===== config.mk =====
export PLATFORM = sky130hd
export DESIGN_NAME = ccu_engine
export DESIGN_NICKNAME = d
export VERILOG_FILES = /design/src/rtl/ccu_pkg.sv /design/src/rtl/ccu_engine.sv
export SDC_FILE = /design/constraint.sdc
export NUM_CORES = 1
export LEC_CHECK = 0
export ABC_AREA = 1
export BUFFER_PORTS_ARGS = -buffer_cell sky130_fd_sc_hd__buf_2
export CAP_MARGIN = 20
export CORE_UTILIZATION = 35
export CTS_CLUSTER_DIAMETER = 80
export CTS_CLUSTER_SIZE = 40
export DETAILED_ROUTE_END_ITERATION = 12
export REMOVE_ABC_BUFFERS = 1
export SLEW_MARGIN = 5
export SYNTH_ARGS = -nofsm -noshare
export SYNTH_HDL_FRONTEND = slang
export SYNTH_SLANG_ARGS = --single-unit
export TNS_END_PERCENT = 30

===== constraint.sdc =====
create_clock -name i_clk -period 5.72 [get_ports i_clk]
set_input_delay 0 -clock i_clk [delete_from_list [all_inputs] [get_ports i_clk]]
set_output_delay 0 -clock i_clk [all_outputs]
set_load 0.01 [all_outputs]

===== src/rtl/ccu_pkg.sv =====
// Package with constants and types of the copying heap collector.
`timescale 1ns / 1ps
package ccu_pkg;

    localparam int HEAP_WORDS_DEF  = 4096;
    localparam int SPACE_WORDS_DEF = 2048;

    localparam logic [3:0] CMD_ALLOC_REC = 4'd0;
    localparam logic [3:0] CMD_ALLOC_ARR = 4'd1;
    localparam logic [3:0] CMD_ROOM      = 4'd2;
    localparam logic [3:0] CMD_WRITE     = 4'd3;
    localparam logic [3:0] CMD_READ      = 4'd4;
    localparam logic [3:0] CMD_FWD_QUERY = 4'd5;
    localparam logic [3:0] CMD_BEGIN     = 4'd6;
    localparam logic [3:0] CMD_COPY_ROOT = 4'd7;
    localparam logic [3:0] CMD_FINISH    = 4'd8;

    localparam logic [1:0] ST_OK       = 2'd0;
    localparam logic [1:0] ST_FULL     = 2'd1;
    localparam logic [1:0] ST_OOM      = 2'd2;
    localparam logic [1:0] ST_BAD_PTR  = 2'd3;

    localparam logic [31:0] FWD_HDR   = 32'h2;
    localparam logic [31:0] HDR_LIMIT = 32'h0040_0000;

    localparam logic REG_HEAP_BASE = 1'b0;

    typedef struct packed {
        logic rd;
        logic wr;
    } t_mem_ctl;

    typedef struct packed {
        logic idle;
        logic done;
    } t_eng_stat;

    function automatic logic is_header(input logic [31:0] v);
        return (v[1:0] == 2'b10) && (v < HDR_LIMIT);
    endfunction

endpackage


===== src/rtl/ccu_engine.sv =====
// Sequencer for allocation, access, forwarding and collection.
`timescale 1ns / 1ps
module ccu_engine
    import ccu_pkg::*;
#(
    parameter int HEAP_WORDS  = HEAP_WORDS_DEF,
    parameter int SPACE_WORDS = SPACE_WORDS_DEF,
    localparam int AW = $clog2(HEAP_WORDS)
) (
    input  logic          i_clk,
    input  logic          i_rst_n,
    input  logic          i_start,
    input  logic [3:0]    i_cmd,
    input  logic [10:0]   i_count,
    input  logic [11:0]   i_word_index,
    input  logic [31:0]   i_pointer,
    input  logic [31:0]   i_data,
    input  logic [31:0]   i_base,
    output t_eng_stat     o_stat,
    output logic [1:0]    o_status,
    output logic [31:0]   o_value,
    output logic [11:0]   o_free_words,
    output t_mem_ctl      o_mem_ctl,
    output logic [AW-1:0] o_rd_addr,
    output logic [AW-1:0] o_wr_addr,
    output logic [31:0]   o_wr_data,
    input  logic [31:0]   i_rd_data
);

    localparam int FW = $clog2(SPACE_WORDS + 1);
    localparam logic [AW:0]   SPACE_A    = (AW+1)'(SPACE_WORDS);
    localparam logic [32:0]   HEAP_BYTES = 33'(4 * HEAP_WORDS);
    localparam logic [31:0]   SPACE_32   = 32'(SPACE_WORDS);
    localparam logic [AW-1:0] LAST_WORD  = AW'(HEAP_WORDS - 1);

    localparam logic [4:0] S_IDLE     = 5'd0;
    localparam logic [4:0] S_EXEC     = 5'd1;
    localparam logic [4:0] S_RDW      = 5'd2;
    localparam logic [4:0] S_FQ_CHK   = 5'd3;
    localparam logic [4:0] S_FQ_FWD   = 5'd4;
    localparam logic [4:0] S_CW_START = 5'd5;
    localparam logic [4:0] S_CW_SRCH  = 5'd6;
    localparam logic [4:0] S_CW_FWD   = 5'd7;
    localparam logic [4:0] S_CW_CHK   = 5'd8;
    localparam logic [4:0] S_CW_CWR   = 5'd9;
    localparam logic [4:0] S_CW_FIN   = 5'd10;
    localparam logic [4:0] S_CW_FIN2  = 5'd11;
    localparam logic [4:0] S_CW_RET   = 5'd12;
    localparam logic [4:0] S_FIN_TOP  = 5'd13;
    localparam logic [4:0] S_FIN_HDR  = 5'd14;
    localparam logic [4:0] S_SC_J     = 5'd15;
    localparam logic [4:0] S_SC_RD    = 5'd16;
    localparam logic [4:0] S_FIN_ADV  = 5'd17;
    localparam logic [4:0] S_DONE     = 5'd18;
    localparam logic [4:0] S_CLEAR    = 5'd19;

    logic [4:0]    r_state, n_state;
    logic [3:0]    r_cmd, n_cmd;
    logic [10:0]   r_count, n_count;
    logic [11:0]   r_widx, n_widx;
    logic [31:0]   r_ptr, n_ptr;
    logic [31:0]   r_data, n_data;
    logic [FW-1:0] r_free, n_free;
    logic          r_half, n_half;
    logic [FW:0]   r_scan, n_scan;
    logic          r_coll, n_coll;
    logic [1:0]    r_st, n_st;
    logic [31:0]   r_val, n_val;
    logic [AW-1:0] r_i, n_i;
    logic [AW-1:0] r_q, n_q;
    logic [31:0]   r_h, n_h;
    logic [28:0]   r_size, n_size;
    logic [28:0]   r_ssize, n_ssize;
    logic [FW-1:0] r_k, n_k;
    logic [FW-1:0] r_j, n_j;
    logic [AW-1:0] r_dst, n_dst;
    logic [AW-1:0] r_a, n_a;
    logic [31:0]   r_cwp, n_cwp;
    logic [31:0]   r_res, n_res;
    logic          r_scan_call, n_scan_call;
    logic [AW-1:0] r_clr, n_clr;

    logic [AW-1:0] to_w, from_w;
    logic [AW:0]   from_end;
    logic [31:0]   p_sel, loc_off, rb_src, rb_out, cp_addr;
    logic          loc_ok;
    logic [AW-1:0] loc_w;
    logic [11:0]   need;
    logic [28:0]   sz_h, sz_scan;
    logic [31:0]   widx32;

    assign to_w     = r_half ? AW'(SPACE_WORDS) : '0;
    assign from_w   = r_half ? '0 : AW'(SPACE_WORDS);
    assign from_end = {1'b0, from_w} + SPACE_A;

    assign p_sel   = (r_state == S_EXEC || r_state == S_FQ_FWD) ? r_ptr : r_cwp;
    assign loc_off = p_sel - i_base;
    assign loc_ok  = (p_sel >= i_base) && ({1'b0, loc_off} < HEAP_BYTES);
    assign loc_w   = loc_off[AW+1:2];

    // rebase: new header address plus the pointer's offset from the old header
    assign cp_addr = i_base + {{(30-AW){1'b0}}, r_dst, 2'b00};
    always_comb begin
        unique case (r_state)
            S_CW_FIN2: rb_src = cp_addr;
            default:   rb_src = (r_q == LAST_WORD) ? '0 : i_rd_data;
        endcase
    end
    assign rb_out = rb_src + (p_sel - i_base - {{(30-AW){1'b0}}, r_q, 2'b00});

    assign need    = ((r_count == '0) ? 12'd1 : {1'b0, r_count}) + 12'd1;
    assign sz_h    = r_h[31:3];
    assign sz_scan = (i_rd_data[31:3] == '0) ? 29'd1 : i_rd_data[31:3];
    assign widx32  = {20'b0, r_widx};

    always_comb begin
        n_state = r_state; n_cmd = r_cmd; n_count = r_count; n_widx = r_widx;
        n_ptr = r_ptr; n_data = r_data; n_free = r_free; n_half = r_half;
        n_scan = r_scan; n_coll = r_coll; n_st = r_st; n_val = r_val;
        n_i = r_i; n_q = r_q; n_h = r_h; n_size = r_size; n_ssize = r_ssize;
        n_k = r_k; n_j = r_j; n_dst = r_dst; n_a = r_a; n_cwp = r_cwp;
        n_res = r_res; n_scan_call = r_scan_call; n_clr = r_clr;
        o_mem_ctl = '0;
        o_rd_addr = '0;
        o_wr_addr = '0;
        o_wr_data = '0;
        o_stat    = '0;
        unique case (r_state)
            S_CLEAR: begin
                o_mem_ctl.wr = 1'b1;
                o_wr_addr = r_clr;
                o_wr_data = '0;
                n_clr = r_clr + AW'(1);
                if (r_clr == LAST_WORD) n_state = S_IDLE;
            end
            S_IDLE: begin
                o_stat.idle = 1'b1;
                if (i_start) begin
                    n_cmd = i_cmd; n_count = i_count; n_widx = i_word_index;
                    n_ptr = i_pointer; n_data = i_data;
                    n_st = ST_OK; n_val = '0;
                    n_state = S_EXEC;
                end
            end
            S_EXEC: begin
                n_state = S_DONE;
                unique case (r_cmd)
                    CMD_ALLOC_REC, CMD_ALLOC_ARR, CMD_ROOM: begin
                        if (32'(need) > SPACE_32) begin
                            n_st = ST_OOM;
                        end else if (32'(need) > SPACE_32 - 32'(r_free)) begin
                            n_st = ST_FULL;
                        end else if (r_cmd != CMD_ROOM) begin
                            o_mem_ctl.wr = 1'b1;
                            o_wr_addr = to_w + AW'(r_free);
                            o_wr_data = {17'b0, need, r_cmd == CMD_ALLOC_ARR, 2'b10};
                            n_val = i_base + ((32'(to_w) + 32'(r_free) + 32'd1) << 2);
                            n_free = r_free + FW'(need);
                        end
                    end
                    CMD_WRITE: begin
                        if (widx32 < 32'(HEAP_WORDS)) begin
                            o_mem_ctl.wr = 1'b1;
                            o_wr_addr = widx32[AW-1:0];
                            o_wr_data = r_data;
                        end
                    end
                    CMD_READ: begin
                        if (widx32 < 32'(HEAP_WORDS)) begin
                            o_mem_ctl.rd = 1'b1;
                            o_rd_addr = widx32[AW-1:0];
                            n_state = S_RDW;
                        end
                    end
                    CMD_FWD_QUERY: begin
                        n_val = r_ptr;
                        if (!r_ptr[0] && loc_ok && loc_w != '0) begin
                            n_i = loc_w - AW'(1);
                            o_mem_ctl.rd = 1'b1;
                            o_rd_addr = loc_w - AW'(1);
                            n_state = S_FQ_CHK;
                        end
                    end
                    CMD_BEGIN: begin
                        if (!r_coll) begin
                            n_half = ~r_half; n_free = '0; n_scan = '0; n_coll = 1'b1;
                        end
                    end
                    CMD_COPY_ROOT: begin
                        if (r_coll) begin
                            n_cwp = r_ptr; n_scan_call = 1'b0; n_state = S_CW_START;
                        end else begin
                            n_val = r_ptr;
                        end
                    end
                    CMD_FINISH: begin
                        if (r_coll) n_state = S_FIN_TOP;
                    end
                    default: ;
                endcase
            end
            S_RDW: begin
                n_val = i_rd_data;
                n_state = S_DONE;
            end
            S_FQ_CHK: begin
                if (is_header(i_rd_data)) begin
                    if (i_rd_data == FWD_HDR) begin
                        n_q = r_i;
                        o_mem_ctl.rd = 1'b1;
                        o_rd_addr = r_i + AW'(1);
                        n_state = S_FQ_FWD;
                    end else begin
                        n_state = S_DONE;
                    end
                end else if (r_i == '0) begin
                    n_state = S_DONE;
                end else begin
                    n_i = r_i - AW'(1);
                    o_mem_ctl.rd = 1'b1;
                    o_rd_addr = r_i - AW'(1);
                end
            end
            S_FQ_FWD: begin
                n_val = rb_out;
                n_state = S_DONE;
            end
            S_CW_START: begin
                n_res = r_cwp;
                n_state = S_CW_RET;
                if (!r_cwp[0] && loc_ok) begin
                    if ({1'b0, loc_w} < {1'b0, from_w} || {1'b0, loc_w} >= from_end
                        || loc_w == from_w) begin
                        n_st = (r_st == ST_OK) ? ST_BAD_PTR : r_st;
                    end else begin
                        n_i = loc_w - AW'(1);
                        o_mem_ctl.rd = 1'b1;
                        o_rd_addr = loc_w - AW'(1);
                        n_state = S_CW_SRCH;
                    end
                end
            end
            S_CW_SRCH: begin
                if (is_header(i_rd_data)) begin
                    n_q = r_i;
                    n_h = i_rd_data;
                    if (i_rd_data == FWD_HDR) begin
                        o_mem_ctl.rd = 1'b1;
                        o_rd_addr = r_i + AW'(1);
                        n_state = S_CW_FWD;
                    end else begin
                        n_state = S_CW_CHK;
                    end
                end else if (r_i == from_w) begin
                    n_st = (r_st == ST_OK) ? ST_BAD_PTR : r_st;
                    n_state = S_CW_RET;
                end else begin
                    n_i = r_i - AW'(1);
                    o_mem_ctl.rd = 1'b1;
                    o_rd_addr = r_i - AW'(1);
                end
            end
            S_CW_FWD: begin
                n_res = rb_out;
                n_state = S_CW_RET;
            end
            S_CW_CHK: begin
                if (sz_h < 29'd2 || 32'(sz_h) > 32'(from_end - {1'b0, r_q})) begin
                    n_st = (r_st == ST_OK) ? ST_BAD_PTR : r_st;
                    n_state = S_CW_RET;
                end else if (32'(sz_h) > SPACE_32 - 32'(r_free)) begin
                    n_st = (r_st == ST_OK) ? ST_OOM : r_st;
                    n_state = S_CW_RET;
                end else begin
                    n_size = sz_h;
                    n_k = '0;
                    n_dst = to_w + AW'(r_free);
                    o_mem_ctl.rd = 1'b1;
                    o_rd_addr = r_q;
                    n_state = S_CW_CWR;
                end
            end
            S_CW_CWR: begin
                o_mem_ctl.wr = 1'b1;
                o_wr_addr = r_dst + AW'(r_k);
                o_wr_data = i_rd_data;
                if (32'(r_k) + 32'd1 == 32'(r_size)) begin
                    n_state = S_CW_FIN;
                end else begin
                    o_mem_ctl.rd = 1'b1;
                    o_rd_addr = r_q + AW'(r_k) + AW'(1);
                    n_k = r_k + FW'(1);
                end
            end
            S_CW_FIN: begin
                o_mem_ctl.wr = 1'b1;
                o_wr_addr = r_q + AW'(1);
                o_wr_data = cp_addr;
                n_state = S_CW_FIN2;
            end
            S_CW_FIN2: begin
                o_mem_ctl.wr = 1'b1;
                o_wr_addr = r_q;
                o_wr_data = FWD_HDR;
                n_free = r_free + FW'(r_size);
                n_res = rb_out;
                n_state = S_CW_RET;
            end
            S_CW_RET: begin
                if (r_scan_call) begin
                    o_mem_ctl.wr = 1'b1;
                    o_wr_addr = r_a;
                    o_wr_data = r_res;
                    n_j = r_j + FW'(1);
                    n_state = S_SC_J;
                end else begin
                    n_val = r_res;
                    n_state = S_DONE;
                end
            end
            S_FIN_TOP: begin
                if (r_scan < {1'b0, r_free}) begin
                    o_mem_ctl.rd = 1'b1;
                    o_rd_addr = to_w + AW'(r_scan);
                    n_state = S_FIN_HDR;
                end else begin
                    n_scan = {1'b0, r_free};
                    n_coll = 1'b0;
                    n_state = S_DONE;
                end
            end
            S_FIN_HDR: begin
                n_ssize = sz_scan;
                if (!i_rd_data[2]) begin
                    n_j = FW'(1);
                    n_state = S_SC_J;
                end else begin
                    n_state = S_FIN_ADV;
                end
            end
            S_SC_J: begin
                if (32'(r_j) < {3'b0, r_ssize} && 32'(r_scan) + 32'(r_j) < SPACE_32) begin
                    n_a = to_w + AW'(r_scan) + AW'(r_j);
                    o_mem_ctl.rd = 1'b1;
                    o_rd_addr = to_w + AW'(r_scan) + AW'(r_j);
                    n_state = S_SC_RD;
                end else begin
                    n_state = S_FIN_ADV;
                end
            end
            S_SC_RD: begin
                n_cwp = i_rd_data;
                n_scan_call = 1'b1;
                n_state = S_CW_START;
            end
            S_FIN_ADV: begin
                n_scan = r_scan + (({3'b0, r_ssize} < SPACE_32) ?
                    (FW+1)'(r_ssize) : (FW+1)'(SPACE_WORDS));
                n_state = S_FIN_TOP;
            end
            S_DONE: begin
                o_stat.done = 1'b1;
                n_state = S_IDLE;
            end
            default: n_state = S_IDLE;
        endcase
    end

    always_ff @(posedge i_clk) begin
        if (!i_rst_n) begin
            r_state <= S_CLEAR;
            r_free <= '0;
            r_half <= 1'b0;
            r_scan <= '0;
            r_coll <= 1'b0;
            r_clr <= '0;
        end else begin
            r_state <= n_state;
            r_free <= n_free;
            r_half <= n_half;
            r_scan <= n_scan;
            r_coll <= n_coll;
            r_clr <= n_clr;
        end
    end

    always_ff @(posedge i_clk) begin
        r_cmd <= n_cmd; r_count <= n_count; r_widx <= n_widx;
        r_ptr <= n_ptr; r_data <= n_data; r_st <= n_st; r_val <= n_val;
        r_i <= n_i; r_q <= n_q; r_h <= n_h; r_size <= n_size; r_ssize <= n_ssize;
        r_k <= n_k; r_j <= n_j; r_dst <= n_dst; r_a <= n_a; r_cwp <= n_cwp;
        r_res <= n_res; r_scan_call <= n_scan_call;
    end

    assign o_status     = r_st;
    assign o_value      = r_val;
    assign o_free_words = 12'(SPACE_32 - 32'(r_free));

endmodule


==> results.md, run 1 <==
- Drt first-iter violations: 3801
- Vias per inst: 5.59
- Detail Route Antenna Nets: 0
- Psw: 0.00957 W
- Initial antenna violation count: 4
- CTS Buf Count: 34
- Port bufs: 263
- Tightest Pin Transition: 1.14 ns
- First-pass DRT Iterations: 7
- Final Max Tran Viols: 0
- Synth Register Bits: 393
- Pleak: 17.8 nW
- Final WL: 158 mm
- DR DRC count: 0
- Arrival @ worst endpoint: 5.56 ns
- Fraction of layout cells with a size suffix above 1: 0.119
- Area leader, netlist: edfxtp_1
- H-tree depth: 2
- Area occupied by multi-input gates: 18800 µm²
- Minimum clock period after layout: 5.56 ns
- Mapped Cells: 4443
- Routed vias: 34.4k
- Register share of total power: 0.230
- Final HPWL DP: 125 mm
- Critical Path RT: 5.72 ns
- Tot GR Track Use: 0.324
- Die Area: 95500 µm²
- Total power divided by cell area: 465 nW/µm²
- Worst clock skew: 0.0423 ns
- CP peak stage delay: 0.63 ns
- Slew HR: 0.242
- DIE WIDTH: 309 µm
- Peak Freq: 180 MHz
- Unrepaired setup endpoints after global routing: no
- Top cells by area in the synthesized netlist: edfxtp_1, nand2_1, ha_1
- VDD IR max: 0.000355 V
- Ports: 264
- Final layout net count: 5317
- Final Wtd Congestion: 1.05
- Post-Syn Area: 33000 µm²
- Setup CP Type: register to primary output
- Syn Area/Cell: 7.43 µm²
- Post-Route Setup TNS: 0 ns
- Final setup fails: 0
- Starting density of the core: 0.353
- Power, Total: 0.0181 W
- Area Overhead vs Synth: 18.2%
- Synth cell count leaders: nand2_1, inv_1, nor2_1
- Most used cell, CP: nand2_1
- Clk network pwr share: 0.141
- # rows: 112
- Hold Vio Cnt, Final: 0
- Skew-Pair Late Insertion Delay: 0.60 ns
- Average wire per standard cell: 25.7 µm
- Area share of the largest cell type after synthesis: 0.318
- Clock Tree Buf Depth: 3
- Post-route insts no fill: 6143
- DIE HEIGHT: 309 µm
- Clock root buffer master: clkbuf_16
- Worst path top cell family by delay: simple AND/OR/NAND/NOR gates
- Outcome: finished clean
- Crit end category: primary output
- Max Cap Viol: 0
- Min-Delay Path Class: primary input to register
- Core ar.: 93300 µm²
- Vias in the first global route: 32.1k
- WHS: 0.0416 ns
- Post-synth EDFFs: 349
- Clock net sink count: 393
- Clk slew on worst S/H paths: 0.09 ns
- Cell variety after synth: 69
- FILL cells: 9787
- Syn. warnings: 0
- Crit start category: register
- Count leader, synth: nand2_1
- Logic pwr share: 0.630
- Power Internal: 0.00856 W
- Crit path max fanout: 12
- Reg area: 11400 µm²
- First-pass GRT wire length: 223 mm
- Sequential area share after synthesis: 0.344
- Crit share post-route: 0.971
- Buf/Inv on CP: 4
- Placed cells: 5950
- CP cell instances: inv_1, ha_1, nand2_1, nor2_2, nand3_1, xor2_1, inv_1, ha_1, nand2_1, nor2_1, nand2_1, o211ai_1, nand2_1, nand2_1, nand3_1, nand3_1, nor2_1, inv_2, o221ai_1, buf_2
- CTS tree: yes
- Total grt overflow: 0
- Largest net degree at the start of global routing: 62
- Slowest CP cell: dfxtp_1
- Most used DFF post-synth: edfxtp_1
- Switching part of the total: 0.528
- Fraction of registers with async set/reset: 0
[per-stage QoR]
step | utilization | setup slack (ns) | instance area [µm²]
2_1_floorplan | - | -0.973 | 32500
3_3_place_gp | 0.390 | 0.0844 | 36400
5_1_grt | 0.418 | 0.00262 | 39000
6_report | 0.418 | 0.164 | 39000
3_5_place_dp | 0.390 | 0.114 | 36400
4_1_cts | 0.416 | 0.0380 | 38800
[cell usage in the layout (no fill, tap or decap), drive strengths merged, types with 5 or more instances in the layout]
| cell type | instances |
|---|---|
| ha | 276 |
| edfxtp | 349 |
| o221ai | 10 |
| and2 | 5 |
| a32oi | 5 |
| inv | 672 |
| dfxtp | 44 |
| nand3b | 21 |
| or2 | 30 |
| buf | 388 |
| a21oi | 288 |
| xor2 | 144 |
| o211ai | 23 |
| a21o | 14 |
| clkinv | 15 |
| clkbuf | 36 |
| a21boi | 5 |
| a22oi | 17 |
| nand2 | 1079 |
| a211oi | 7 |
| o21a | 7 |
| fa | 21 |
| nor3 | 76 |
| o21ai | 311 |
| a221oi | 20 |
| nor2 | 380 |
| dlygate4sd3 | 126 |
| nand4 | 84 |
| a31oi | 23 |
| nor4 | 27 |
| xnor2 | 29 |
| o2111ai | 35 |
| o22ai | 31 |
| o31ai | 22 |
| o21bai | 14 |
| nand3 | 230 |
[routing by layer]
layer	track usage	share of wire	up-vias
met4	0.214	0.081	0
met3	0.0522	0.090	476
met5	0	0	-
li1	-	-	15800
met1	0.405	0.39	16200
met2	0.516	0.44	1888
[tightest hold or removal path, cell delays in order]
cell and delay, ns:
buf_2 0.18, a21oi_1 0.08, o21ai_0 0.09, nand2_1 0.09
nand3b_1 0.09
[cell type report]
| class | instances | share of cell area |
|---|---|---|
| Multi-Input combinational cell | 3255 | 0.483 |
| Timing Repair Buffer | 514 | 0.0913 |
| Antenna cell | 3 | 0.000193 |
| Tap cell | 1254 | 0.0402 |
| Sequential cell | 393 | 0.291 |
| Clock buffer | 36 | 0.0226 |
| Inverter | 664 | 0.0640 |
| Clock inverter | 24 | 0.00677 |
[power by group through the flow]
stage,Clock [W],Combinational (W),Sequential (W)
final,0.00255,0.0114,0.00416
after global routing,0.00266,0.0123,0.00418
after CTS,0.00258,0.0110,0.00414
after detailed placement,0,0.0109,0.00420
after global placement,0,0.0109,0.00421
after floorplan,0,0.00653,0.00405
[flip-flops by register name, summed over array words and instances (netlist names), 29 cells and up]
register  cells
r_ssize      29
r_ptr        32
r_res        32
r_size       29
r_h          29
r_data       32
o_value      32
r_cwp        32
[kinds of logic after synthesis]
group	Yosys count	synth area share
AND/OR/NAND/NOR	1936	0.250
AO/OA/AOI/OAI	847	0.149
buffers and inverters	795	0.0916
flip-flops	393	0.344
adder cells (fa/ha/maj)	297	0.117
XOR/XNOR	174	0.0469
multiplexers	1	0.000303
[worst paths after layout]
check / startpoint / to / slack [ns] / cells after the start
setup / recovery: r_free[1] / o_wr_addr[8] / 0.16 / 20
hold / removal: i_base[30] / o_value[30] / 0.04 / 5
setup reg to reg: r_state[4] / o_value[31] / 0.20 / 26
hold reg to reg: r_h[3] / r_size[0] / 0.48 / 0
[repair_timing]
item,in CTS,in global routing
gates resized for setup,2,33
hold buffers,126,0
endpoints found under the hold margin,202,0
pin swaps,0,4
buffers inserted,1,3
setup endpoints to repair,13,40
cloned,0,0
Power figures use the tool's default switching activity.
==> run 2: changes to the inputs <==
- clock period: 5.72 -> 5.6 ns (I/O delays scaled with it)
==> run 2 against run 1 <==
Effect of this change: total power up 8.9%; first-iteration DRC count grew 0.58%; sequential power rose by 2%; register-to-register slack gained 0.04 ns; via count is 0.56% higher; worst setup slack gained 0.077 ns; sequential share of layout area fell by 0.68 points; combinational power is 12% higher; global-route usage grew 0.88 points; clock power rose by 6%; final cell count increased by 1.6%; routed wire length rose by 2.5%.
==> results.md, run 2 (synthesis results as in run 1) <==
- # rows: 112 (unchanged)
- Critical Path RT: 5.95 ns (+0.23 ns)
- Post-Route Setup TNS: 0 ns (unchanged)
- Final HPWL DP: 129 mm (+3.1%)
- Die Area: 95500 µm² (unchanged)
- Minimum clock period after layout: 5.36 ns
- Detail Route Antenna Nets: 0 (unchanged)
- Initial antenna violation count: 6 (+2)
- Final Wtd Congestion: 1.05 (about the same)
- Final Core Density: 0.428 (+0.0101)
- Crit path max fanout: 8 (-4)
- DR DRC count: 0 (unchanged)
- Ports: 264 (unchanged)
- Max Cap Viol: 0 (unchanged)
- CP peak stage delay: 0.58 ns (-0.05 ns)
- First-pass GRT wire length: 227 mm (+1.9%)
- Port bufs: 263 (unchanged)
- Critical path origin: r_state[4]
- Worst clock skew: 0.0366 ns (-0.00576 ns)
- Skew-Pair Late Insertion Delay: 0.63 ns (+0.03 ns)
- Final Max Tran Viols: 0 (unchanged)
- Crit share post-route: 0.957
- Starting density of the core: 0.353 (unchanged)
- Power Internal: 0.00956 W (+12%)
- Clk network pwr share: 0.137 (-0.004)
- Register share of total power: 0.215 (-0.015)
- Placed cells: 6039 (+1.5%)
- Area Overhead vs Synth: 21.0%
- Core ar.: 93300 µm² (unchanged)
- Hold Vio Cnt, Final: 0 (unchanged)
- Vias in the first global route: 32.6k (+1.5%)
- Average wire per standard cell: 25.9 µm (+0.89%)
- Reg2Reg Setup Slack: 0.24 ns (+0.04 ns)
- Total power divided by cell area: 494 nW/µm² (+6.4%)
- Most frequent cells in the layout: nand2_1, inv_1, edfxtp_1, nor2_1, o21ai_0
- Clock Tree Buf Depth: 3 (unchanged)
- Psw: 0.0102 W (+6.5%)
- Fraction of layout cells with a size suffix above 1: 0.140 (+0.0207)
- Arrival @ worst endpoint: 5.71 ns (+0.15 ns)
- Final WL: 162 mm (+2.5%)
- Slowest CP cell: fa_1
- Logic pwr share: 0.648 (+0.018)
- Setup CP Type: register to register
- Min-Delay Path Class: primary input to register
- Clock net sink count: 393 (unchanged)
- VDD IR max: 0.000287 V (-19%)
- Largest net degree at the start of global routing: 62 (unchanged)
- Clock root buffer master: clkbuf_16
- Switching part of the total: 0.516 (-0.0120)
- Min-delay src: i_base[20]
- Clk slew on worst S/H paths: 0.08 ns (about the same)
- Hold Path Stages: 5 (unchanged)
- Post-route insts no fill: 6241 (+1.6%)
- H-tree depth: 2 (unchanged)
- Total grt overflow: 0 (unchanged)
- Hold EP: o_value[20]
- FF-to-FF End: o_value[27]
- Outcome: finished clean
- CTS tree: yes
- Unrepaired setup endpoints after global routing: yes
- Routed vias: 34.6k (+0.56%)
- Crit end category: register
- Slew HR: 0.322 (+0.0793)
- Final layout net count: 5414 (+1.8%)
- Commonest non-fill, non-tap cell in the layout: nand2_1
- Crit start category: register
- Drt first-iter violations: 3823 (+0.58%)
- Depth of the most critical reg-to-reg path: 27 (+3.8%)
- DIE HEIGHT: 309 µm (unchanged)
- Tot GR Track Use: 0.333 (+0.00881)
- Worst R2R Start: r_state[4]
- Peak Freq: 187 MHz
- Vias per inst: 5.54 (-1.0%)
- Final setup fails: 0 (unchanged)
- DIE WIDTH: 309 µm (unchanged)
- Tightest Pin Transition: 1.01 ns (-0.125 ns)
- Pleak: 18.4 nW (+2.9%)
- First-pass DRT Iterations: 6 (-1)
- CTS Buf Count: 35 (+2.9%)
## run 2: cell types whose count changed in the layout (fill, tap and decap cells not counted), sizes merged
| cell | previous run | this run |
|---|---|---|
| clkinv | 15 | 18 |
| clkinvlp | 1 | 3 |
| bufinv | 0 | 1 |
| inv | 672 | 668 |
| buf | 388 | 482 |
| dlygate4sd3 | 126 | 128 |
## run 2: how the worst max path moves through the flow
stage / end
2_1_floorplan: o_value[29]
3_5_place_dp: o_value[27]
6_report: o_value[27]
3_3_place_gp: r_i[3]
4_1_cts: o_rd_addr[2]
5_1_grt: o_value[20]
## run 2: layer usage
| metal | track usage | wire length [µm] | up-vias |
|---|---|---|---|
| li1 | - | - | 16000 |
| met1 | 0.411 | 62800 | 16300 |
| met2 | 0.537 | 72200 | 1791 |
| met3 | 0.0543 | 14000 | 461 |
| met4 | 0.219 | 12700 | 0 |
| met5 | 0 | 0 | - |
## run 2: metrics by stage
step / hold slack [ns] / power, W / area [µm²] / setup WS [ns]
global placement: 0.177 / 0.0164 / 37100 / 0.0974
detailed placement: 0.178 / 0.0164 / 37100 / 0.0812
finish: 0.0578 / 0.0197 / 39900 / 0.241
global route: 0.0449 / 0.0209 / 39900 / -0.0278
CTS: 0.0142 / 0.0192 / 39600 / 0.0388
floorplan: 0.0989 / 0.0108 / 32500 / -1.09
## run 2: power groups by stage
stage / clock network, W / registers [W] / logic, W
2_1_floorplan: 0 / 0.00413 / 0.00667
3_3_place_gp: 0 / 0.00430 / 0.0121
3_5_place_dp: 0 / 0.00428 / 0.0121
4_1_cts: 0.00275 / 0.00423 / 0.0123
5_1_grt: 0.00284 / 0.00427 / 0.0138
6_report: 0.00270 / 0.00424 / 0.0128
## run 2: repair_timing
item | CTS | global route
resized for setup | 3 | 58
hold buffers | 128 | 0
setup endpoints to repair | 13 | 38
buffers inserted | 2 | 7
endpoints found under the hold margin | 224 | 0
pin swaps | 0 | 7
cloned | 0 | 0
## run 2: critical path: cells and delay by family, from the launching register on
| kind | cells | cell delay, ns |
|---|---|---|
| adders and majority gates | 3 | 1.20 |
| buffers and inverters | 4 | 0.68 |
| xor gates and xnor gates | 1 | 0.31 |
| AOI/OAI and AO/OA | 5 | 0.74 |
| DFF | 1 | 0.35 |
| and+or+nand+nor | 14 | 1.81 |
## run 2: area by class of cell
class / instances / area, µm²
multi-input combinational: 3255 / 19000
antenna: 3 / 7.51
clock buffer: 36 / 880
timing repair buffer: 610 / 4310
fill: 9648 / 53400
clock inverter: 26 / 335
tap: 1254 / 1570
inverter: 664 / 2500
sequential: 393 / 11400
